File: src/design/tsx_ram.sv
module tsx_ram #(
   parameter int WIDTH = 32,
   parameter int DEPTH = 16
) (
   input  logic                     clock,
   input  logic                     we,
   input  logic [$clog2(DEPTH)-1:0] waddr,
   input  logic [WIDTH-1:0]         wdata,
   input  logic [$clog2(DEPTH)-1:0] raddr,
   output logic [WIDTH-1:0]         rdata
);
   logic [WIDTH-1:0] mem [DEPTH];

   always_ff @(posedge clock) begin
      if (we) begin
         mem[waddr] <= wdata;
      end
      rdata <= mem[raddr];
   end
endmodule

File: config.mk
export PLATFORM = sky130hd
export DESIGN_NAME = tsx_ram
export DESIGN_NICKNAME = d
export VERILOG_FILES = /design/src/design/tsx_ram.sv
export SDC_FILE = /design/constraint.sdc
export NUM_CORES = 1
export LEC_CHECK = 0
export BUFFER_PORTS_ARGS = -buffer_cell sky130_fd_sc_hd__buf_2
export CAP_MARGIN = 10
export CORE_UTILIZATION = 40
export DETAILED_ROUTE_END_ITERATION = 8
export GPL_ROUTABILITY_DRIVEN = 0
export PLACE_DENSITY = 0.69
export SLEW_MARGIN = 20
export SYNTH_ARGS = -nofsm -noshare
export SYNTH_HDL_FRONTEND = slang
export SYNTH_SLANG_ARGS = --single-unit
File: constraint.sdc
create_clock -name clock -period 2.95 [get_ports clock]
set_input_delay 0 -clock clock [delete_from_list [all_inputs] [get_ports clock]]
set_output_delay 0 -clock clock [all_outputs]
set_load 0.005 [all_outputs]
==> impl_metrics.prom <==
# TYPE chip_impl_metric gauge
chip_impl_info{name="run_status",value="finished clean"} 1
chip_impl_metric{name="cts.reportedPaths.clkPinSlew",unit="ns"} 0.06
chip_impl_metric{name="dieWidth",unit="um"} 225
chip_impl_metric{name="syn_inst",unit=""} 838
chip_impl_metric{name="post_synth.cell_area_avg",unit="sq um"} 23.7
chip_impl_metric{name="dieArea",unit="sq um"} 50500
chip_impl_metric{name="post-cts-setup-buffers",unit=""} 0
chip_impl_metric{name="yosys.area_share.simple",unit=""} 0.0127
chip_impl_metric{name="drt.antenna.violating_nets",unit=""} 0
chip_impl_metric{name="final_period_minus_worst_setup_slack",unit="ns"} 1.48
chip_impl_metric{name="avgViaCountPerCell",unit=""} 5.35
chip_impl_metric{name="synthXorXnorAreaFrac",unit=""} 0
chip_impl_metric{name="portBuffers",unit=""} 73
chip_impl_metric{name="grt_first_pass_wirelength",unit="um"} 60700
chip_impl_metric{name="core-area",unit="sq um"} 49000
chip_impl_metric{name="r2r_slack",unit="ns"} 1.60
chip_impl_metric{name="critical_path_arrival",unit="ns"} 1.98
chip_impl_metric{name="synth_nets",unit=""} 880
chip_impl_metric{name="final_nets",unit=""} 1028
chip_impl_metric{name="initial_utilization",unit=""} 0.406
chip_impl_metric{name="synthMuxAreaShare",unit=""} 0.145
chip_impl_metric{name="cts_sinks",unit=""} 544
chip_impl_metric{name="fin_setup_tns",unit="ns"} 0
chip_impl_metric{name="dr.first_iter.drc_count",unit=""} 988
chip_impl_metric{name="yosys_register_bits",unit=""} 544
chip_impl_info{name="worstHoldPathType",value="in -> reg"} 1
chip_impl_info{name="worst_setup_path_end_kind",value="flop"} 1
chip_impl_metric{name="drive_above_1_share",unit=""} 0.313
chip_impl_metric{name="num_io_pins",unit=""} 74
chip_impl_metric{name="final_period_util",unit=""} 0.501
chip_impl_metric{name="grt_remaining_overflow",unit=""} 0
chip_impl_metric{name="number_of_endpoints_failing_setup_at_the_final_stage",unit=""} 0
chip_impl_info{name="synth_top_family_by_area",value="multiplexers"} 1
chip_impl_info{name="criticalPathCategory",value="in -> reg"} 1
chip_impl_metric{name="via_count",unit=""} 9060
chip_impl_metric{name="final_hold_viol_count",unit=""} 0
chip_impl_metric{name="p_leak",unit="nW"} 7.44
chip_impl_metric{name="route.final.wire_length",unit="um"} 40100
chip_impl_info{name="clk_root_buffer_cell",value="sky130_fd_sc_hd__clkbuf_16"} 1
chip_impl_metric{name="worst_path_required_time",unit="ns"} 3.45
chip_impl_info{name="tritoncts",value="yes"} 1
chip_impl_metric{name="fin_skew",unit="ns"} 0.00859
chip_impl_metric{name="detail_route.first_pass.iterations",unit=""} 5
chip_impl_metric{name="yosys_warnings",unit=""} 0
chip_impl_metric{name="power",unit="mW"} 15.9
chip_impl_metric{name="number_of_global_route_vias_before_repair",unit=""} 9758
chip_impl_metric{name="area_growth",unit="%"} 16.9
chip_impl_metric{name="number_of_antenna_violations_at_the_first_check_in_global_routing",unit=""} 2
chip_impl_metric{name="wl_per_cell",unit="um"} 23.6
chip_impl_info{name="grt_setup_unrepaired",value="no"} 1
chip_impl_metric{name="synthDistinctLibCells",unit=""} 18
chip_impl_metric{name="compound_gate_portion_of_the_synthesized_area",unit=""} 0.0242
chip_impl_metric{name="postCtsResizedCells",unit=""} 0
chip_impl_metric{name="drv_slew",unit=""} 0
chip_impl_metric{name="die_h",unit="um"} 225
chip_impl_metric{name="worstPathMaxFanout",unit=""} 25
chip_impl_metric{name="clock.fmax",unit="MHz"} 677
chip_impl_metric{name="drc_viols",unit=""} 0
chip_impl_metric{name="yosysSeqAreaShare",unit=""} 0.807
chip_impl_metric{name="clkLatencyLatePin",unit="ns"} 0.58
chip_impl_metric{name="worst-slew-pin-transition",unit="ns"} 0.880
chip_impl_metric{name="num_rows",unit=""} 81
chip_impl_metric{name="cts_max_level",unit=""} 2
chip_impl_metric{name="synth.cell_area",unit="sq um"} 19900
chip_impl_metric{name="place_hpwl",unit="um"} 20600
chip_impl_metric{name="clk_path_buf_depth",unit=""} 3
chip_impl_metric{name="fill_cell_instance_count_of_the_final_layout",unit=""} 3936
chip_impl_metric{name="largest_net_degree_at_the_start_of_global_routing",unit=""} 48
chip_impl_metric{name="hold_ws",unit="ns"} 0.0670
chip_impl_metric{name="max-vdd-ir-drop",unit="mV"} 0.390
chip_impl_metric{name="adder_cell_share_of_the_synthesized_area",unit=""} 0
chip_impl_info{name="start_kind",value="input pin"} 1
chip_impl_metric{name="cts_buffers",unit=""} 53
chip_impl_metric{name="drv_cap",unit=""} 0
chip_impl_metric{name="total_routing_resource_utilization_after_global_routing",unit=""} 0.164
chip_impl_info{name="layout.cells.most_common_list",value="512 x sky130_fd_sc_hd__edfxtp_1, 128 x sky130_fd_sc_hd__mux4_2, 71 x sky130_fd_sc_hd__buf_2"} 1
chip_impl_info{name="layout.cells.most_common",value="sky130_fd_sc_hd__edfxtp_1"} 1
chip_impl_metric{name="timing.slew.headroom",unit=""} 0.412
chip_impl_metric{name="p_per_area",unit="nW/um^2"} 684
==> registers in the layout, summed over array words and instances, names as in the netlist <==
name / flops
mem: 512
rdata: 32
==> metal layers <==
layer,GRT usage,vias to the layer above,share of wire
met1,0.232,4847,0.44
met2,0.258,286,0.48
li1,-,3861,-
met4,0.0518,2,0.020
met5,0,-,0.00027
met3,0.0297,64,0.058
==> cell families (layout without fill, tap and decap cells) <==
group                  Yosys count  in the layout
multiplexers                   128            128
flip-flops                     544            544
buffers and inverters           43            235
AO/OA/AOI/OAI                   64             64
AND/OR/NAND/NOR                 59             59
other                            0              1
==> per-stage QoR <==
stage	std cells	setup slack [ns]	util	cell area [sq um]
2_1_floorplan	838	0.0707	-	19900
3_3_place_gp	1562	1.20	0.434	21200
3_5_place_dp	1562	1.16	0.434	21200
4_1_cts	1694	1.46	0.474	23200
5_1_grt	1694	1.38	0.474	23200
6_report	1695	1.47	0.474	23200
==> cells in the mapped netlist <==
library cell | n | share of area
sky130_fd_sc_hd__mux4_2 | 128 | 0.15
sky130_fd_sc_hd__or3b_2 | 1 | 0.00044
sky130_fd_sc_hd__nor2_1 | 13 | 0.0025
sky130_fd_sc_hd__buf_6 | 2 | 0.0011
sky130_fd_sc_hd__buf_2 | 4 | 0.0010
sky130_fd_sc_hd__buf_4 | 11 | 0.0042
sky130_fd_sc_hd__nand3b_1 | 2 | 0.00076
sky130_fd_sc_hd__nand2_1 | 33 | 0.0062
sky130_fd_sc_hd__nor3_1 | 4 | 0.0010
sky130_fd_sc_hd__buf_1 | 9 | 0.0017
sky130_fd_sc_hd__a22oi_1 | 64 | 0.024
sky130_fd_sc_hd__nand3_1 | 1 | 0.00025
sky130_fd_sc_hd__nor2b_1 | 2 | 0.00063
sky130_fd_sc_hd__edfxtp_1 | 512 | 0.77
sky130_fd_sc_hd__dfxtp_1 | 32 | 0.032
sky130_fd_sc_hd__and2_1 | 1 | 0.00032
sky130_fd_sc_hd__clkbuf_1 | 17 | 0.0032
sky130_fd_sc_hd__nand2b_1 | 2 | 0.00063
==> power by group <==
part	switching (mW)	internal, mW	total [mW]
clock network	2.71	3.69	6.40
logic	0.432	0.340	0.773
registers	0.0552	8.64	8.70
total	3.20	12.7	15.9
==> final timing paths <==
path                            startpoint         to  cells past startpoint
worst max-delay path              raddr[3]  rdata[21]                      6
worst min-delay path              raddr[2]   rdata[4]                      4
worst max register to register   mem[3][7]   rdata[7]                      3
worst min register to register  mem[15][9]   rdata[9]                      3
==> worst max-delay path, cell delays in order <==
cell	delay, ns
sky130_fd_sc_hd__dlygate4sd3_1	0.53
sky130_fd_sc_hd__buf_2	0.16
sky130_fd_sc_hd__nor2_4	0.67
sky130_fd_sc_hd__buf_4	0.33
sky130_fd_sc_hd__a22oi_1	0.11
sky130_fd_sc_hd__nand2_1	0.15
==> repair_timing <==
| action | in CTS | in global routing |
|---|---|---|
| endpoints found under the hold margin | 516 | 0 |
| hold buffers | 33 | 0 |
| endpoints found under the setup margin | 0 | 0 |
==> layout make-up <==
class,instances,area [sq um],area share
Timing Repair Buffer,136,970,0.0418
Multi-Input combinational cell,251,3760,0.162
Clock inverter,15,129,0.00555
Clock buffer,84,1520,0.0653
Antenna cell,1,2.50,0.000108
Sequential cell,544,16000,0.690
Tap cell,664,831,0.0358
Power figures use the tool's default switching activity.
