## src/design/tsx_pkg.sv

```systemverilog
package tsx_pkg;

   localparam int DMEM_WORDS  = 1024;
   localparam int DMEM_AW     = $clog2(DMEM_WORDS);
   localparam int REG_COUNT   = 16;
   localparam int REG_AW      = $clog2(REG_COUNT);
   localparam int NUM_RESULTS = 10;
   localparam int RES_AW      = $clog2(NUM_RESULTS);

   localparam logic [REG_AW-1:0] SP_REG = 4'd13;
   localparam logic [REG_AW-1:0] LR_REG = 4'd14;
   localparam logic [REG_AW-1:0] PC_REG = 4'd15;

   localparam logic [3:0] COND_EQ = 4'd0;
   localparam logic [3:0] COND_NE = 4'd1;
   localparam logic [3:0] COND_CS = 4'd2;
   localparam logic [3:0] COND_CC = 4'd3;
   localparam logic [3:0] COND_MI = 4'd4;
   localparam logic [3:0] COND_PL = 4'd5;
   localparam logic [3:0] COND_VS = 4'd6;
   localparam logic [3:0] COND_VC = 4'd7;
   localparam logic [3:0] COND_HI = 4'd8;
   localparam logic [3:0] COND_LS = 4'd9;
   localparam logic [3:0] COND_GE = 4'd10;
   localparam logic [3:0] COND_LT = 4'd11;
   localparam logic [3:0] COND_GT = 4'd12;
   localparam logic [3:0] COND_LE = 4'd13;
   localparam logic [3:0] COND_AL = 4'd14;

   localparam logic [4:0] PICK_EXTRA = 5'd8;

   typedef enum logic [3:0] {
      OP_NOP, OP_ADDHI, OP_CMPHI, OP_MOVHI, OP_BX, OP_PUSH, OP_POP, OP_ADDS,
      OP_MOVI, OP_LDRLIT, OP_STR, OP_LDR, OP_STRB, OP_LDRB, OP_BCOND, OP_B
   } op_type;

   typedef struct packed {
      op_type            opc;
      logic [REG_AW-1:0] a_idx;
      logic [REG_AW-1:0] b_idx;
      logic [REG_AW-1:0] dst;
      logic              sub;
      logic              use_imm;
      logic [31:0]       imm;
      logic [8:0]        mask;
      logic [3:0]        cond;
   } dec_type;

   typedef struct packed {
      logic n;
      logic z;
      logic c;
      logic v;
      logic t;
   } flag_type;

endpackage

```

## src/design/tsx_decode.sv

```systemverilog
module tsx_decode (
   input  logic [15:0]      instr,
   output tsx_pkg::dec_type dec
);
   logic [2:0] lo0, lo3, lo6, r8;
   logic [3:0] hd, hs;
   logic [7:0] imm8;
   logic [4:0] imm5;
   logic [8:0] regs;
   logic [3:0] cnt;

   assign lo0  = instr[2:0];
   assign lo3  = instr[5:3];
   assign lo6  = instr[8:6];
   assign r8   = instr[10:8];
   assign hd   = {instr[7], instr[2:0]};
   assign hs   = {instr[6], instr[5:3]};
   assign imm8 = instr[7:0];
   assign imm5 = instr[10:6];
   assign regs = instr[8:0];

   always_comb begin
      cnt = '0;
      for (int i = 0; i < 9; i++) begin
         cnt = cnt + 4'(regs[i]);
      end
   end

   always_comb begin
      dec = '0;
      dec.opc  = tsx_pkg::OP_NOP;
      dec.mask = regs;
      dec.cond = instr[11:8];
      if (instr[15:8] == 8'h44) begin
         dec.opc = tsx_pkg::OP_ADDHI; dec.a_idx = hd; dec.b_idx = hs; dec.dst = hd;
      end else if (instr[15:8] == 8'h45) begin
         dec.opc = tsx_pkg::OP_CMPHI; dec.a_idx = hd; dec.b_idx = hs; dec.sub = 1'b1;
      end else if (instr[15:8] == 8'h46) begin
         dec.opc = tsx_pkg::OP_MOVHI; dec.b_idx = hs; dec.dst = hd;
      end else if (instr[15:8] == 8'h47) begin
         dec.opc = tsx_pkg::OP_BX; dec.b_idx = hs;
      end else if (instr[15:9] == 7'b1011010) begin
         dec.opc = tsx_pkg::OP_PUSH; dec.a_idx = tsx_pkg::SP_REG;
         dec.sub = 1'b1; dec.use_imm = 1'b1; dec.imm = {26'd0, cnt, 2'b00};
      end else if (instr[15:9] == 7'b1011110) begin
         dec.opc = tsx_pkg::OP_POP; dec.a_idx = tsx_pkg::SP_REG;
      end else if (instr[15:11] == 5'b00011) begin
         dec.opc = tsx_pkg::OP_ADDS; dec.a_idx = {1'b0, lo3}; dec.b_idx = {1'b0, lo6};
         dec.dst = {1'b0, lo0}; dec.sub = instr[9]; dec.use_imm = instr[10];
         dec.imm = {29'd0, lo6};
      end else if (instr[15:11] == 5'b00100) begin
         dec.opc = tsx_pkg::OP_MOVI; dec.dst = {1'b0, r8}; dec.imm = {24'd0, imm8};
      end else if (instr[15:12] == 4'b0011) begin
         dec.opc = tsx_pkg::OP_ADDS; dec.a_idx = {1'b0, r8}; dec.dst = {1'b0, r8};
         dec.sub = instr[11]; dec.use_imm = 1'b1; dec.imm = {24'd0, imm8};
      end else if (instr[15:11] == 5'b01001) begin
         dec.opc = tsx_pkg::OP_LDRLIT; dec.dst = {1'b0, r8};
         dec.use_imm = 1'b1; dec.imm = {22'd0, imm8, 2'b00};
      end else if (instr[15:13] == 3'b011) begin
         case (instr[12:11])
            2'b00:   dec.opc = tsx_pkg::OP_STR;
            2'b01:   dec.opc = tsx_pkg::OP_LDR;
            2'b10:   dec.opc = tsx_pkg::OP_STRB;
            default: dec.opc = tsx_pkg::OP_LDRB;
         endcase
         dec.a_idx = {1'b0, lo3}; dec.b_idx = {1'b0, lo0}; dec.dst = {1'b0, lo0};
         dec.use_imm = 1'b1;
         dec.imm = instr[12] ? {27'd0, imm5} : {25'd0, imm5, 2'b00};
      end else if (instr[15:12] == 4'b1101) begin
         dec.opc = tsx_pkg::OP_BCOND; dec.use_imm = 1'b1;
         dec.imm = {{23{imm8[7]}}, imm8, 1'b0};
      end else if (instr[15:11] == 5'b11100) begin
         dec.opc = tsx_pkg::OP_B; dec.use_imm = 1'b1;
         dec.imm = {{20{instr[10]}}, instr[10:0], 1'b0};
      end
   end
endmodule

```

## config.mk

```make
export PLATFORM = sky130hd
export DESIGN_NAME = tsx_decode
export DESIGN_NICKNAME = d
export VERILOG_FILES = /design/src/design/tsx_pkg.sv /design/src/design/tsx_decode.sv
export SDC_FILE = /design/constraint.sdc
export NUM_CORES = 1
export LEC_CHECK = 0
export BUFFER_PORTS_ARGS = -buffer_cell sky130_fd_sc_hd__buf_4
export CAP_MARGIN = 20
export CORE_ASPECT_RATIO = 1.2
export CORE_UTILIZATION = 42
export DETAILED_ROUTE_END_ITERATION = 8
export PLACE_DENSITY = 0.75
export SYNTH_ARGS = -nofsm -noshare
export SYNTH_HDL_FRONTEND = slang
export SYNTH_SLANG_ARGS = --single-unit
```

## constraint.sdc

```tcl
create_clock -name vclk -period 4
set_input_delay 0.4 -clock vclk [all_inputs]
set_output_delay 0.4 -clock vclk [all_outputs]
set_load 0.01 [all_outputs]
```

==> key figures <==
Outcome
  – Run status: finished with violations
  – Failing checks: design-rule violations

Pwr
  – Sw Ratio: 54.9%
  – Clk pwr share: 0%
  – PD cells: 117 mW/mm2
  – Int Pwr: 98.8 uW
  – Switch Pwr: 120 uW
  – Comb power frac: 100.0%
  – Worst vdd ir: 69.2 uV
  – P_leak: 0.880 nW
  – Sequential share of power: 0%

Synthesis
  – Yosys top cell by area: buf_4
  – Post-synthesis adder-cell area fraction: 8.60%
  – Syn Std Cell Area: 0.00157 mm2
  – Post-synthesis net count: 251
  – Share of the synthesized area in the top cell type: 17.2%
  – Yosys warnings: 0
  – Post-synth cell types: 54
  – Syn Area/Cell: 6.89 um2
  – Post-Synth Simple-Gate Area: 25.7%
  – Synth Area in Compound Gates: 34.6%
  – Main combinational cell family by area after synthesis: compound AO/OA/AOI/OAI gates
  – Post-Synthesis Cells: 228
  – Register area share after synthesis: 0%
  – Post-synthesis xor/xnor area fraction: 0.557%
  – Largest cells by area after synthesis: buf_4, fa_1, nand2_1, o21ai_0, inv_1
  – Mux cell area share after synthesis: 4.14%

Setup path
  – Top delay family on crit path: adder cells
  – Slowest stage cell, crit path: fa_1
  – Slowest stage delay, CP: 580 ps
  – Critical Path, Cell by Cell: buf_4 -> inv_1 -> fa_1 -> fa_1 -> fa_1 -> fa_1 -> fa_1 -> xor2_1 -> o221ai_2 -> buf_4
  – Worst setup SP type: primary input
  – Crit path arrival time: 3440 ps
  – WS Path Type: primary input to primary output
  – Most frequent CP cell: fa_1
  – Required time worst endpoint: 3600 ps
  – Critical Path End Type: primary output
  – Critical-path maximum fanout: 7
  – Worst path bufs/invs: 3

STA
  – RSZ-0062 raised after global routing: false
  – Count of final setup violators: 0
  – Maximum clock rate: 0.261 GHz
  – Final hold violation count: 0
  – Worst slew pin tran: 610 ps
  – Slew HR: 59.3%
  – Crit share post-route: 95.9%
  – Min Hold Slack: 1040 ps
  – Setup_tns: 0 ps
  – Final Critical Period: 3840 ps
  – Max-slew violation count: 0

Floorplanning
  – Row Count: 24
  – Initial Utilization: 43.6%
  – Number of I/O pins: 79
  – Die area: 0.00399 mm2
  – Die X: 57.8 um
  – Die Span Y: 69.0 um
  – Total core area: 0.00360 mm2

Global routing
  – Global-route wire length before repair: 8290 um
  – Initial antenna violation count: 0
  – Vias in the first global route: 1,601
  – Remaining global-route overflow: 0
  – Total GRT Usage: 25.8%
  – Pin count of the biggest net entering global routing: 28

Final layout
  – # diodes: 0
  – Layout Area Growth over Synthesis: 19.4%
  – Layout cells sized above 1: 37.4%
  – Clock Buffer Count: 0
  – Post-layout util: 52.1%
  – Number of flip-flops and latches: 0
  – Sequential Area: 0 um2
  – Fillers: 388
  – Commonest non-fill, non-tap cell in the layout: buf_4
  – Final Non-Filler Cells: 296
  – Final Net Count: 282
  – Commonest non-fill, non-tap cells in the layout: buf_4, nand2_1, inv_1, o21ai_0, o22ai_1

Flow run
  – Total of max-cap violations: 0

Routing
  – ANT nets after route: 0
  – DRC: 7
  – Pre-antenna DRT Iters: 7
  – Via density: 6.25
  – Wirelength, routed: 5230 um
  – Total number of vias: 1,850
  – WL/cell: 17.7 um
  – Initial detailed-routing violation count: 140

Worst hold path
  – Hold Path Stages: 2
  – Hold Path End: dec[4]
  – Hold crit path type: primary input to primary output
  – Hold_sp: instr[0]

Place
  – Port Buffers: 79
  – Final Wtd Congestion: 0.947
  – Placed cell count: 296
  – DPL Wire Length: 3930 um

CTS
  – Hold Buf Count CTS: 0
  – # resized after CTS: 0
  – # Post-CTS Setup Buffers: 0
==> power groups by stage <==
stage / Sequential [mW] / Clock, mW / Combinational, mW
detailed placement: 0 / 0 / 0.218
floorplan: 0 / 0 / 0.148
global route: 0 / 0 / 0.239
global placement: 0 / 0 / 0.215
finish: 0 / 0 / 0.219
CTS: 0 / 0 / 0.219
==> cell type report <==
cell class | instances | area [um2] | share of cell area, %
multi-input cells | 159 | 1160 | 61.6
repair buffers | 81 | 608 | 32.4
inverters | 17 | 63.8 | 3.40
well taps | 39 | 48.8 | 2.60
==> per-layer routing <==
layer,GRT usage [%],wire (um),part of all wire (%)
met1,34.1,1980,38
met4,4.76,114,2.2
met3,2.25,523,10
met2,45.2,2610,50
met5,0,0,0
==> per-stage QoR <==
stage,worst slack [ps],instance area (um2),total power [mW]
2_1_floorplan,528,1570,0.148
3_3_place_gp,240,1880,0.215
3_5_place_dp,163,1880,0.218
4_1_cts,159,1880,0.219
5_1_grt,31.8,1880,0.239
6_report,164,1880,0.219
==> cell families after synthesis <==
kind of cell,count (synthesis)
fa+ha+maj,8
mux,6
xor+xnor,1
buf+inv,69
compound gates,73
simple gates,71
==> synthesized netlist by cell type, types with 3 or more instances <==
library cell  count
buf_4            36
nand2_1          21
inv_1            17
o21ai_0          13
buf_2            11
o22ai_1          10
nand3_1           8
nor2_1            8
a21oi_1           7
nand2b_1          6
fa_1              5
nor2b_1           5
nor3_1            5
o2111ai_1         5
a221oi_1          4
clkbuf_1          4
mux2_2            4
a211oi_1          3
a21boi_0          3
and2b_1           3
o31ai_1           3
==> worst max path at each step <==
stage,to,cells past startpoint,slack (ps),start
after floorplan,dec[17],8,530,instr[0]
after global placement,dec[17],10,240,instr[0]
after detailed placement,dec[17],10,160,instr[0]
after CTS,dec[17],10,160,instr[0]
after global routing,dec[17],10,30,instr[0]
final,dec[17],10,160,instr[0]
Power figures use the tool's default switching activity.
